<file path="src/rtl/rrts_pkg.sv">
package rrts_pkg;

    localparam int MAX_CORES = 4;
    localparam int MAX_TASKS = 16;
    localparam int SLOT_W    = $clog2(MAX_TASKS);
    localparam int PTR_W     = SLOT_W + 1;
    localparam int CORE_W    = 2;
    localparam int CNT_W     = PTR_W;

    localparam logic [PTR_W-1:0] NIL = PTR_W'(MAX_TASKS);

    localparam logic [1:0] REQ_ADD  = 2'd0;
    localparam logic [1:0] REQ_TICK = 2'd1;
    localparam logic [1:0] REQ_KILL = 2'd2;
    localparam logic [1:0] REQ_NONE = 2'd3;

    localparam logic [1:0] ST_OK       = 2'd0;
    localparam logic [1:0] ST_FULL     = 2'd1;
    localparam logic [1:0] ST_NOTFOUND = 2'd2;
    localparam logic [1:0] ST_REFUSED  = 2'd3;

    localparam logic CFG_CORE_COUNT  = 1'b0;
    localparam logic CFG_APP_QUANTUM = 1'b1;

    // controller -> datapath
    typedef struct packed {
        logic load;      // latch request
        logic scan_clr;  // restart slot scan
        logic scan_step; // compare one slot, advance
        logic do_add;
        logic do_tick;
        logic do_kill;
        logic emit;      // capture result beat
    } t_cmd;

    // datapath -> controller
    typedef struct packed {
        logic scan_last;
        logic [1:0] req_type;
    } t_sts;

endpackage

</file>
<file path="src/rtl/rrts_ctrl.sv">
module rrts_ctrl (
    input  logic          i_clk,
    input  logic          i_rst_n,
    input  logic          i_valid,
    output logic          o_stall,
    input  logic          i_out_stall,
    output logic          o_out_valid,
    input  rrts_pkg::t_sts i_sts,
    output rrts_pkg::t_cmd o_cmd
);

    localparam logic [2:0] S_IDLE = 3'd0;
    localparam logic [2:0] S_SCAN = 3'd1;
    localparam logic [2:0] S_EXEC = 3'd2;
    localparam logic [2:0] S_OUT  = 3'd3;

    logic [2:0] r_state, n_state;
    logic       r_ov, n_ov;
    logic       out_free;

    assign out_free    = !r_ov || !i_out_stall;
    assign o_out_valid = r_ov;
    assign o_stall     = (r_state != S_IDLE);

    always_comb begin
        o_cmd   = '0;
        n_state = r_state;
        n_ov    = r_ov && i_out_stall;
        unique case (r_state)
            S_IDLE: begin
                if (i_valid) begin
                    o_cmd.load     = 1'b1;
                    o_cmd.scan_clr = 1'b1;
                    n_state        = S_SCAN;
                end
            end
            S_SCAN: begin
                o_cmd.scan_step = 1'b1;
                if (i_sts.scan_last) n_state = S_EXEC;
            end
            S_EXEC: begin
                o_cmd.do_add  = (i_sts.req_type == rrts_pkg::REQ_ADD);
                o_cmd.do_tick = (i_sts.req_type == rrts_pkg::REQ_TICK);
                o_cmd.do_kill = (i_sts.req_type == rrts_pkg::REQ_KILL);
                n_state       = S_OUT;
            end
            S_OUT: begin
                if (out_free) begin
                    o_cmd.emit = 1'b1;
                    n_ov       = 1'b1;
                    n_state    = S_IDLE;
                end
            end
            default: n_state = S_IDLE;
        endcase
    end

    always_ff @(posedge i_clk) begin
        if (!i_rst_n) begin
            r_state <= S_IDLE;
            r_ov    <= 1'b0;
        end else begin
            r_state <= n_state;
            r_ov    <= n_ov;
        end
    end

endmodule

</file>
<file path="src/rtl/rrts_dp.sv">
module rrts_dp (
    input  logic                  i_clk,
    input  logic                  i_rst_n,
    input  rrts_pkg::t_cmd        i_cmd,
    output rrts_pkg::t_sts        o_sts,
    input  logic                  i_cfg_wr,
    input  logic                  i_cfg_idx,
    input  logic [31:0]           i_cfg_data,
    input  logic [1:0]            i_req_type,
    input  logic [1:0]            i_core,
    input  logic                  i_is_driver,
    input  logic [31:0]           i_task_id,
    output logic [1:0]            o_status,
    output logic [31:0]           o_result_id,
    output logic [1:0]            o_result_core,
    output logic [4:0]            o_running_slot,
    output logic                  o_switched
);

    localparam int SW = rrts_pkg::SLOT_W;
    localparam int PW = rrts_pkg::PTR_W;
    localparam int NC = rrts_pkg::MAX_CORES;
    localparam int NT = rrts_pkg::MAX_TASKS;
    localparam logic [PW-1:0] NIL = rrts_pkg::NIL;

    logic [2:0]  r_core_count;
    logic [7:0]  r_app_quantum;

    logic [NT-1:0] r_valid;
    logic [31:0]   r_tid  [NT];
    logic [1:0]    r_score[NT];
    logic [PW-1:0] r_next [NT];
    logic [PW-1:0] r_prev [NT];
    logic [7:0]    r_qleft[NT];
    logic [7:0]    r_qtgt [NT];
    logic [PW-1:0] r_head [NC];
    logic [PW-1:0] r_tail [NC];
    logic [PW-1:0] r_run  [NC];
    logic [rrts_pkg::CNT_W-1:0] r_cnt[NC];
    logic [31:0]   r_next_id;

    logic [1:0]  r_rt, r_rc;
    logic        r_drv;
    logic [31:0] r_id;

    logic [PW-1:0] r_scan;
    logic [PW-1:0] r_free, r_hit;
    logic [1:0]    r_best;

    logic [1:0]  r_st, r_oc;
    logic [31:0] r_oid;
    logic [4:0]  r_orun;
    logic        r_osw;

    logic [1:0]  r_out_st, r_out_core;
    logic [31:0] r_out_id;
    logic [4:0]  r_out_run;
    logic        r_out_sw;

    logic [1:0]  n_st, n_oc;
    logic [31:0] n_oid;
    logic [4:0]  n_orun;
    logic        n_osw;

    logic [SW-1:0] scan_i;
    logic [2:0]    act;

    assign scan_i          = r_scan[SW-1:0];
    assign o_sts.scan_last = (r_scan == PW'(NT - 1));
    assign o_sts.req_type  = r_rt;
    assign act = (r_core_count == 3'd0) ? 3'd1 :
                 (r_core_count > 3'(NC)) ? 3'(NC) : r_core_count;

    always_ff @(posedge i_clk) begin
        if (!i_rst_n) begin
            r_core_count  <= 3'd1;
            r_app_quantum <= 8'd3;
        end else if (i_cfg_wr) begin
            if (i_cfg_idx == rrts_pkg::CFG_CORE_COUNT) r_core_count <= i_cfg_data[2:0];
            else r_app_quantum <= i_cfg_data[7:0];
        end
    end

    // scan: first free slot, first slot matching kill id, least-loaded core
    always_ff @(posedge i_clk) begin
        if (i_cmd.load) begin
            r_rt  <= i_req_type;
            r_rc  <= i_core;
            r_drv <= i_is_driver;
            r_id  <= i_task_id;
        end
        if (i_cmd.scan_clr) begin
            r_scan <= '0;
            r_free <= NIL;
            r_hit  <= NIL;
            r_best <= '0;
        end else if (i_cmd.scan_step) begin
            r_scan <= r_scan + 1'b1;
            if (r_free == NIL && !r_valid[scan_i]) r_free <= r_scan;
            if (r_hit == NIL && r_valid[scan_i] && r_tid[scan_i] == r_id)
                r_hit <= r_scan;
            if (r_scan < PW'(NC) && r_scan != '0 && 3'(r_scan) < act
                && r_cnt[r_scan[1:0]] < r_cnt[r_best])
                r_best <= r_scan[1:0];
        end
    end

    // tick decision
    logic [PW-1:0] t_r, t_nx, t_a;
    logic          t_keep, t_dec;
    always_comb begin
        t_r = r_run[r_rc];
        if (t_r >= NIL || !r_valid[t_r[SW-1:0]]) t_r = NIL;
        t_keep = (r_rc != 2'd0) && (r_cnt[r_rc] == 5'd1) && (t_r != NIL)
                 && (t_r == r_head[r_rc]);
        t_dec  = !t_keep && (t_r != NIL) && (r_qleft[t_r[SW-1:0]] != 8'd0);
        t_a    = (t_r != NIL) ? r_next[t_r[SW-1:0]] : r_head[r_rc];
        t_nx   = t_a;
        if (t_nx >= NIL || !r_valid[t_nx[SW-1:0]])
            t_nx = (r_rc != 2'd0) ? r_head[r_rc] : NIL;
        if (t_nx >= NIL || !r_valid[t_nx[SW-1:0]]) t_nx = NIL;
        if (t_keep || t_dec) t_nx = t_r;
    end

    logic [SW-1:0] fs, ks;
    logic [PW-1:0] kp, kn;
    logic [1:0]    kc;
    assign fs = r_free[SW-1:0];
    assign ks = r_hit[SW-1:0];
    assign kp = r_prev[ks];
    assign kn = r_next[ks];
    assign kc = r_score[ks];

    always_ff @(posedge i_clk) begin
        if (!i_rst_n) begin
            r_valid   <= '0;
            r_next_id <= 32'd1;
            for (int c = 0; c < NC; c++) begin
                r_head[c] <= NIL;
                r_tail[c] <= NIL;
                r_run[c]  <= NIL;
                r_cnt[c]  <= '0;
            end
        end else begin
            if (i_cmd.do_add && r_free != NIL) begin
                r_valid[fs] <= 1'b1;
                r_tid[fs]   <= r_next_id;
                r_next_id   <= r_next_id + 32'd1;
                r_score[fs] <= r_best;
                r_qleft[fs] <= 8'd0;
                r_qtgt[fs]  <= r_drv ? 8'd0 : r_app_quantum;
                r_next[fs]  <= NIL;
                r_prev[fs]  <= r_tail[r_best];
                if (r_tail[r_best] != NIL) r_next[r_tail[r_best][SW-1:0]] <= r_free;
                else r_head[r_best] <= r_free;
                r_tail[r_best] <= r_free;
                r_cnt[r_best]  <= r_cnt[r_best] + 1'b1;
            end
            if (i_cmd.do_tick) begin
                if (t_dec) r_qleft[t_r[SW-1:0]] <= r_qleft[t_r[SW-1:0]] - 8'd1;
                else if (!t_keep && t_r != NIL)
                    r_qleft[t_r[SW-1:0]] <= r_qtgt[t_r[SW-1:0]];
                r_run[r_rc] <= t_nx;
            end
            if (i_cmd.do_kill && r_id != 32'd1 && r_hit != NIL) begin
                if (kp != NIL) r_next[kp[SW-1:0]] <= kn; else r_head[kc] <= kn;
                if (kn != NIL) r_prev[kn[SW-1:0]] <= kp; else r_tail[kc] <= kp;
                if (r_run[kc] == r_hit) r_run[kc] <= kp;
                if (r_cnt[kc] != '0) r_cnt[kc] <= r_cnt[kc] - 1'b1;
                r_valid[ks] <= 1'b0;
            end
        end
    end

    // result fields; all zero unless the request sets them
    always_comb begin
        n_st   = rrts_pkg::ST_OK;
        n_oid  = '0;
        n_oc   = '0;
        n_orun = '0;
        n_osw  = 1'b0;
        if (i_cmd.do_add) begin
            if (r_free == NIL) n_st = rrts_pkg::ST_FULL;
            else begin n_oid = r_next_id; n_oc = r_best; end
        end
        if (i_cmd.do_tick) begin
            n_oid  = (t_nx == NIL) ? 32'd0 : r_tid[t_nx[SW-1:0]];
            n_oc   = r_rc;
            n_orun = 5'(t_nx);
            n_osw  = !t_keep && !t_dec && (t_nx != t_r);
        end
        if (i_cmd.do_kill) begin
            if (r_id == 32'd1) n_st = rrts_pkg::ST_REFUSED;
            else if (r_hit == NIL) n_st = rrts_pkg::ST_NOTFOUND;
            else begin n_oid = r_id; n_oc = kc; end
        end
    end

    // result capture
    always_ff @(posedge i_clk) begin
        if (i_cmd.do_add || i_cmd.do_tick || i_cmd.do_kill || i_cmd.load) begin
            r_st   <= n_st;
            r_oid  <= n_oid;
            r_oc   <= n_oc;
            r_orun <= n_orun;
            r_osw  <= n_osw;
        end
        if (i_cmd.emit) begin
            r_out_st   <= r_st;
            r_out_id   <= r_oid;
            r_out_core <= r_oc;
            r_out_run  <= r_orun;
            r_out_sw   <= r_osw;
        end
    end

    assign o_status       = r_out_st;
    assign o_result_id    = r_out_id;
    assign o_result_core  = r_out_core;
    assign o_running_slot = r_out_run;
    assign o_switched     = r_out_sw;

endmodule

</file>
<file path="src/rtl/per_core_round_robin_task_scheduler.sv">
// channel  | handshake                   | payload
// request  | i_valid / o_stall           | i_req_type i_core i_is_driver i_task_id
// result   | o_valid / i_stall           | o_status o_result_id o_result_core ...
// config   | i_cfg_valid / o_cfg_ready   | i_cfg_index i_cfg_data
// A request goes through accept, a scan of all 16 entries of the slot table
// (free slot, id match, core load), an update step and a result step.
// Reset clears slot valid bits, list heads and tails, counters, and sets the id counter to 1.
// A stalled result beat does not block the next request from being taken and
// scanned; its result waits after the update until the output register frees.
module per_core_round_robin_task_scheduler (
    input  logic        i_clk,
    input  logic        i_rst_n,
    input  logic        i_valid,
    output logic        o_stall,
    input  logic [1:0]  i_req_type,
    input  logic [1:0]  i_core,
    input  logic        i_is_driver,
    input  logic [31:0] i_task_id,
    output logic        o_valid,
    input  logic        i_stall,
    output logic [1:0]  o_status,
    output logic [31:0] o_result_id,
    output logic [1:0]  o_result_core,
    output logic [4:0]  o_running_slot,
    output logic        o_switched,
    input  logic        i_cfg_valid,
    output logic        o_cfg_ready,
    input  logic [0:0]  i_cfg_index,
    input  logic [31:0] i_cfg_data
);

    rrts_pkg::t_cmd cmd;
    rrts_pkg::t_sts sts;

    assign o_cfg_ready = 1'b1;

    rrts_ctrl u_ctrl (
        .i_clk(i_clk), .i_rst_n(i_rst_n), .i_valid(i_valid), .o_stall(o_stall),
        .i_out_stall(i_stall), .o_out_valid(o_valid), .i_sts(sts), .o_cmd(cmd)
    );

    rrts_dp u_dp (
        .i_clk(i_clk), .i_rst_n(i_rst_n), .i_cmd(cmd), .o_sts(sts),
        .i_cfg_wr(i_cfg_valid), .i_cfg_idx(i_cfg_index[0]), .i_cfg_data(i_cfg_data),
        .i_req_type(i_req_type), .i_core(i_core), .i_is_driver(i_is_driver),
        .i_task_id(i_task_id), .o_status(o_status), .o_result_id(o_result_id),
        .o_result_core(o_result_core), .o_running_slot(o_running_slot),
        .o_switched(o_switched)
    );

    a_one_cmd: assert property (@(posedge i_clk) disable iff (!i_rst_n)
        $onehot0({cmd.do_add, cmd.do_tick, cmd.do_kill, cmd.emit, cmd.load}))
        else $error("overlapping commands");
    a_busy: assert property (@(posedge i_clk) disable iff (!i_rst_n)
        cmd.load |=> o_stall) else $error("accept while busy");
    a_emit: assert property (@(posedge i_clk) disable iff (!i_rst_n)
        cmd.emit |=> o_valid) else $error("result lost");

endmodule
</file>
<file path="config.mk">
export PLATFORM = sky130hd
export DESIGN_NAME = per_core_round_robin_task_scheduler
export DESIGN_NICKNAME = d
export VERILOG_FILES = /design/src/rtl/rrts_pkg.sv /design/src/rtl/rrts_ctrl.sv /design/src/rtl/rrts_dp.sv /design/src/rtl/per_core_round_robin_task_scheduler.sv
export SDC_FILE = /design/constraint.sdc
export NUM_CORES = 2
export LEC_CHECK = 0
export BUFFER_PORTS_ARGS = -buffer_cell sky130_fd_sc_hd__buf_2
export CAP_MARGIN = 20
export CORE_MARGIN = 5
export CORE_UTILIZATION = 57
export CTS_BUF_LIST = sky130_fd_sc_hd__clkbuf_16
export DETAILED_ROUTE_END_ITERATION = 7
export HOLD_SLACK_MARGIN = 0.03
export PLACE_DENSITY = 0.76
export SYNTH_ARGS = -nofsm -noshare
export SYNTH_HDL_FRONTEND = slang
export SYNTH_SLANG_ARGS = --single-unit
</file>
<file path="constraint.sdc">
create_clock -name i_clk -period 6.5 [get_ports i_clk]
set_input_delay 1.3 -clock i_clk [delete_from_list [all_inputs] [get_ports i_clk]]
set_output_delay 1.3 -clock i_clk [all_outputs]
set_load 0.05 [all_outputs]
</file>
Word-level counts from Yosys, hierarchy flattened

Memory sizes are Yosys's and may differ from the RTL's. A register that Yosys moved wholly into a read port is not among the register bits.
Index checks and enable logic that the tools add are counted.

Bits of input ports: 75
Bits in writable memories: 1040
Register bits after elaboration: 201
Output and inout bits: 45
Logic and storage cells: 297
Memories: 10

Memory list:

| memory          | depth | width | read ports | clocked after memory_dff | write ports | RTL line      | RTL |
|---|---|---|---|---|---|---|---|
| u_dp.r_tid      | 16    | 32    | 2          | 1                        | 1           | rrts_dp.sv:30 | `logic [31:0] r_tid [NT];` |
| u_dp.r_qleft    | 16    | 8     | 1          | 0                        | 1           | rrts_dp.sv:34 | `logic [7:0] r_qleft[NT];` |
| u_dp.r_qtgt     | 16    | 8     | 1          | 0                        | 1           | rrts_dp.sv:35 | `logic [7:0] r_qtgt [NT];` |
| u_dp.r_next     | 16    | 5     | 2          | 1                        | 2           | rrts_dp.sv:32 | `logic [PW-1:0] r_next [NT];` |
| u_dp.r_prev     | 16    | 5     | 1          | 1                        | 1           | rrts_dp.sv:33 | `logic [PW-1:0] r_prev [NT];` |
| u_dp.r_score    | 16    | 2     | 1          | 1                        | 1           | rrts_dp.sv:31 | `logic [1:0] r_score[NT];` |
| 4 more memories | --    | --    | --         | --                       | --          | --            |  |

Order comparisons: 15
$add $sub $neg: 5
Bitwise operators: 5
Equal/unequal tests: 25
Reduce and logical (&&, ||, !) cells: 60
Muxes and demuxes: 153

Operator list:

| kind                  | number |
|---|---|
| $mux 32               | 7 |
| $mux 5                | 16 |
| $mux 1                | 71 |
| $mux 2                | 29 |
| $reduce_or 5->1       | 10 |
| $mux 16               | 3 |
| $mux 4                | 11 |
| $add 32x1->32 const B | 1 |
| $eq 32x1->1 const B   | 1 |
| $eq 32x32->1          | 1 |
| $ne 32x1->1 const B   | 1 |
| $lt 4x5->1 const B    | 6 |
| $ne 5x5->1 const B    | 6 |
| $mux 8                | 3 |
| $logic_and 1x1->1     | 19 |
| $mux 3                | 6 |
| $and 16x16->16        | 1 |
| $bmux 1 s4            | 4 |
| $not 16->16           | 1 |
| $or 16x16->16         | 1 |
| $eq 5x5->1 const B    | 3 |
| $ge 5x5->1 const B    | 3 |
| $pmux 3 s4            | 1 |
| $add 5x1->5 const B   | 2 |
| other kinds (31)      | 56 |

Longest topological paths before layout

Depth after elaboration: 24
Depth in mapped cells: 29
Gate-level depth less buffers: 21

Cells and area by module

From an unflattened synthesis, not the netlist that was laid out.

Cell total of the unflattened synthesis: 4362
Area, all modules: 59963.8 µm²

By module, submodules not included:

| module                              | area an instance (µm²) | cells an instance | times used | sequential area each (µm²) |
|---|---|---|---|---|
| rrts_dp                             | 59698.5                | 4331              | 1          | 36625.1 |
| rrts_ctrl                           | 254.0                  | 29                | 1          | 60.1 |
| per_core_round_robin_task_scheduler | 11.3                   | 2                 | 1          | 0.0 |

Least setup slack after synthesis

OpenSTA, ideal clock, no wires.

Kind: register to register
Start point: register with a tool-made name
End point: register u_dp.r_oid[2] (data pin)
Setup slack: 0.335 ns
Clock period less this slack: 6.165 ns
Data required time: 6.232 ns
Buffers on the path: 4
Cell stages (with the launch flop): 23
Arrival time: 5.896 ns
Setup time: 0.268 ns
Cell sequence: dfxtp_1 buf_2 mux4_2 buf_2 nand2b_1 o221a_2 a21boi_1 nand2_2 mux2_2 o22ai_1 o311ai_1 mux4_2 nor2_1 buf_2 mux2_2 mux2i_1 nand3_1 a22o_1 nand3_1 clkbuf_1 o22ai_1 a2111oi_0 o31ai_1

RTL lines:

| element              | RTL line       | RTL |
|---|---|---|
| end signal, assigned | rrts_dp.sv:203 | `r_oid <= n_oid;` |
| end, declared        | rrts_dp.sv:51  | `logic [31:0] r_oid;` |

==> metrics.yaml <==
run_status:
  status: "complete, no violations"
timing:
  finalCritPeriodShare: 0.984
  setup_viol: 0
  rsz0062_at_grt: "true"
  fin_skew_ns: 0.0373
  tightest_slew_ns: 1.24
  holdWs_ns: 0.414
  fin_setup_tns_ns: 0
  max_slew_margin: 0.172
  hold_viol_final: 0
  max_freq_ghz: 0.156
  setup_slack_ns: 0.107
  drv_slew: 0
  min_period_ns: 6.39
pwr:
  p_leak_nw: 22.7
  ir_drop_v: 0.000216
  clockPowerShare: 0.369
  pwr-share-seq: 0.475
  internal_power_mw: 14.6
  switchingPower_mw: 5.23
  swShare: 0.263
  p_comb_frac: 0.157
  power.density_nw_per_um2: 302
synthesis:
  yosysUniqueCellTypes: 85
  netlist_area_um2: 57400
  synthCells: 3937
  avgSynthCellArea_um2: 14.6
  seq_area_frac_synth: 0.639
  synth_flop_cell: "edfxtp_1"
  mappedNetlistNets: 4032
  ys_ff_latch: 1252
  netlist_top_cells_area: "edfxtp_1, mux4_2, mux2i_1"
  synthArstFlopShare: 0
  synth_area_leader_cell: "edfxtp_1"
  ys_warn_count: 0
  synth-edff-count: 1161
  netlist.area_leader.share: 0.608
floorplan:
  dieArea_um2: 107000
  core_um2: 100000
  ios: 120
  row_count: 116
  die-height_um: 327
  die_w_um: 327
  initial_core_util: 0.574
worst_setup_path:
  crit_path_frequent_cell: "buf_4"
  arrival_ns: 6.87
  crit_chain: "buf_4 > mux4_2 > nand2b_4 > buf_4 > or4_1 > a311oi_2 > a211oi_2 > or3b_4 > mux2_2 > mux4_2 > or4_4 > a32o_1 > o221a_4 > a211oi_4 > or2_4 > or2_2 > buf_4 > o221ai_1 > nor2_1 > o31ai_1 > buf_4"
  end_kind: "flip-flop"
  slowest_delay_ns: 0.63
  slowest_stage: "mux4_2"
  cp_max_fo: 12
  worst_ep_required_time_ns: 6.98
  crit_type: "flip-flop to flip-flop"
  start_kind: "flip-flop"
grt:
  antenna_found_initial: 5
  grt_pass1_vias: 37700
  grt-ovfl-total: 0
  grt_max_degree: 92
  track_usage: 0.300
  grt_first_pass_wirelength_um: 240000
clock_network:
  cts_tree: "built"
  h-tree-depth: 4
  cts_sinks: 1252
  cts_buffer_depth: 3
  cts_made_buffers: 130
  root_buffer: "clkbuf_16"
  path_clk_slew_ns: 0.06
  worstSkewPairLatency_ns: 0.75
cells_and_area:
  drive_gt1_frac: 0.220
  nets: 4280
  syn_to_final_growth_pct: 14.5
  final_cells: 5586
job:
  maxCapViolations: 0
routing:
  firstDrtPassIters: 6
  antenna_left: 0
  vias_per_cell: 6.87
  drtIter0Drc: 5997
  vias: 38400
  wl_per_cell_um: 29.1
  wl_um: 163000
  drc: 0
placed_design:
  place_congestion: 0.920
  dpl.hpwl_um: 101000
  dp_slack_ns: -0.159
  io_buffers: 94
  dp.cells: 5318
hold_path:
  min-delay-start: "u_dp.r_oid[23]"
  hold_path_class: "flip-flop to flip-flop"
-- synth_stat cells (35+ instances only) --
cell / n
a211oi_1: 55
a21o_1: 69
a21oi_1: 104
a22oi_1: 46
and2_1: 46
buf_1: 39
buf_2: 37
clkbuf_1: 161
dfxtp_1: 91
edfxtp_1: 1161
inv_1: 49
mux2i_1: 285
mux4_2: 264
nand2_1: 407
nand3_1: 100
nor2_1: 251
nor3_1: 35
o21ai_0: 99
o221ai_1: 35
o22ai_1: 91
xnor2_1: 35
xor2_1: 45
-- metrics by stage --
| stage | util | cell area (µm²) | total power [mW] |
|---|---|---|---|
| after floorplan | - | 57400 | 11.4 |
| after global placement | 0.609 | 60900 | 12.5 |
| after detailed placement | 0.609 | 60900 | 12.5 |
| after CTS | 0.652 | 65200 | 19.8 |
| after global routing | 0.657 | 65700 | 20.4 |
| final | 0.657 | 65700 | 19.9 |
-- layer usage --
| metal | vias up | global-route usage | wire, µm |
|---|---|---|---|
| li1 | 16000 | - | - |
| met1 | 19000 | 0.423 | 59800 |
| met2 | 2844 | 0.466 | 74900 |
| met3 | 499 | 0.0665 | 21100 |
| met4 | 4 | 0.115 | 6880 |
| met5 | - | 0 | 34 |
-- cell type report --
class	instances	area (µm²)
clock inverters	100	838
well taps	1298	1620
repair buffers	362	2940
clock buffers	134	3350
flip-flops and latches	1252	36700
multi-input cells	2389	20000
fillers	6677	34300
diodes	1	2.50
inverters	50	188
-- flip-flops by register name, summed over array words and instances, names as in the netlist, 32 cells and up, named ones only --
register / cells
u_dp.r_next_id: 32
u_dp.r_id: 32
u_dp.r_oid: 32
u_dp.r_qtgt: 128
u_dp.r_tid: 512
u_dp.r_qleft: 128
u_dp.r_score: 32
u_dp.r_prev: 80
u_dp.o_result_id: 32
u_dp.r_next: 80
-- power by group through the flow --
stage	Combinational, mW	Clock, mW	Sequential, mW
after floorplan	2.01	0	9.38
after global placement	2.90	0	9.57
after detailed placement	2.94	0	9.58
after CTS	3.00	7.36	9.42
after global routing	3.26	7.73	9.45
final	3.11	7.32	9.43
-- cells in the final DEF, fill, tap and decap left out, types with 29 or more instances in the layout --
master,netlist,layout
and2_1,46,45
o221ai_1,35,34
nand3_1,100,99
clkbuf_16,0,134
buf_4,9,229
nor2_1,251,231
xnor2_1,35,35
mux2_2,28,29
o21ai_0,99,92
buf_2,37,93
buf_12,0,33
a211oi_1,55,45
a21o_1,69,69
nor3_1,35,33
a22oi_1,46,45
xor2_1,45,45
o22ai_1,91,89
inv_1,49,84
nand2_1,407,404
dfxtp_1,91,84
a21oi_1,104,102
mux2i_1,285,275
edfxtp_1,1161,1161
mux4_2,264,265
-- critical path, delay by kind of cell (launching register included) --
family                 cells  cell delay, ns
AND/OR/NAND/NOR            7            2.10
multiplexers               3            1.53
flip-flops                 1            0.33
buffers and inverters      4            0.73
AO/OA/AOI/OAI              7            1.45
-- path summary, 6_finish.rpt --
path | to | slack (ns) | depth (start not counted)
worst min register to register | u_dp.o_result_id[23] | 0.41 | 0
worst min-delay path | u_dp.o_result_id[23] | 0.41 | 0
worst max register to register | u_dp.r_oid[7] | 0.11 | 21
worst max-delay path | u_dp.r_oid[7] | 0.11 | 21
-- logic make-up after synthesis --
| group | Yosys count | share of synthesized area |
|---|---|---|
| DFF | 1252 | 0.639 |
| and+or+nand+nor | 1010 | 0.0794 |
| AOI/OAI and AO/OA | 693 | 0.0832 |
| muxes | 584 | 0.160 |
| buffers and inverters | 297 | 0.0210 |
| xor gates and xnor gates | 80 | 0.0122 |
| adders and majority gates | 20 | 0.00436 |
| other | 1 | 0.0000654 |
-- timing repair --
action                     in CTS  in global routing
buffers inserted                2                 24
gates resized for setup        10                 59
gates cloned                    2                  0
hold buffers                    0                  0
setup endpoints to repair      20                 35
pin swaps                       0                 20
Power figures use the tool's default switching activity.
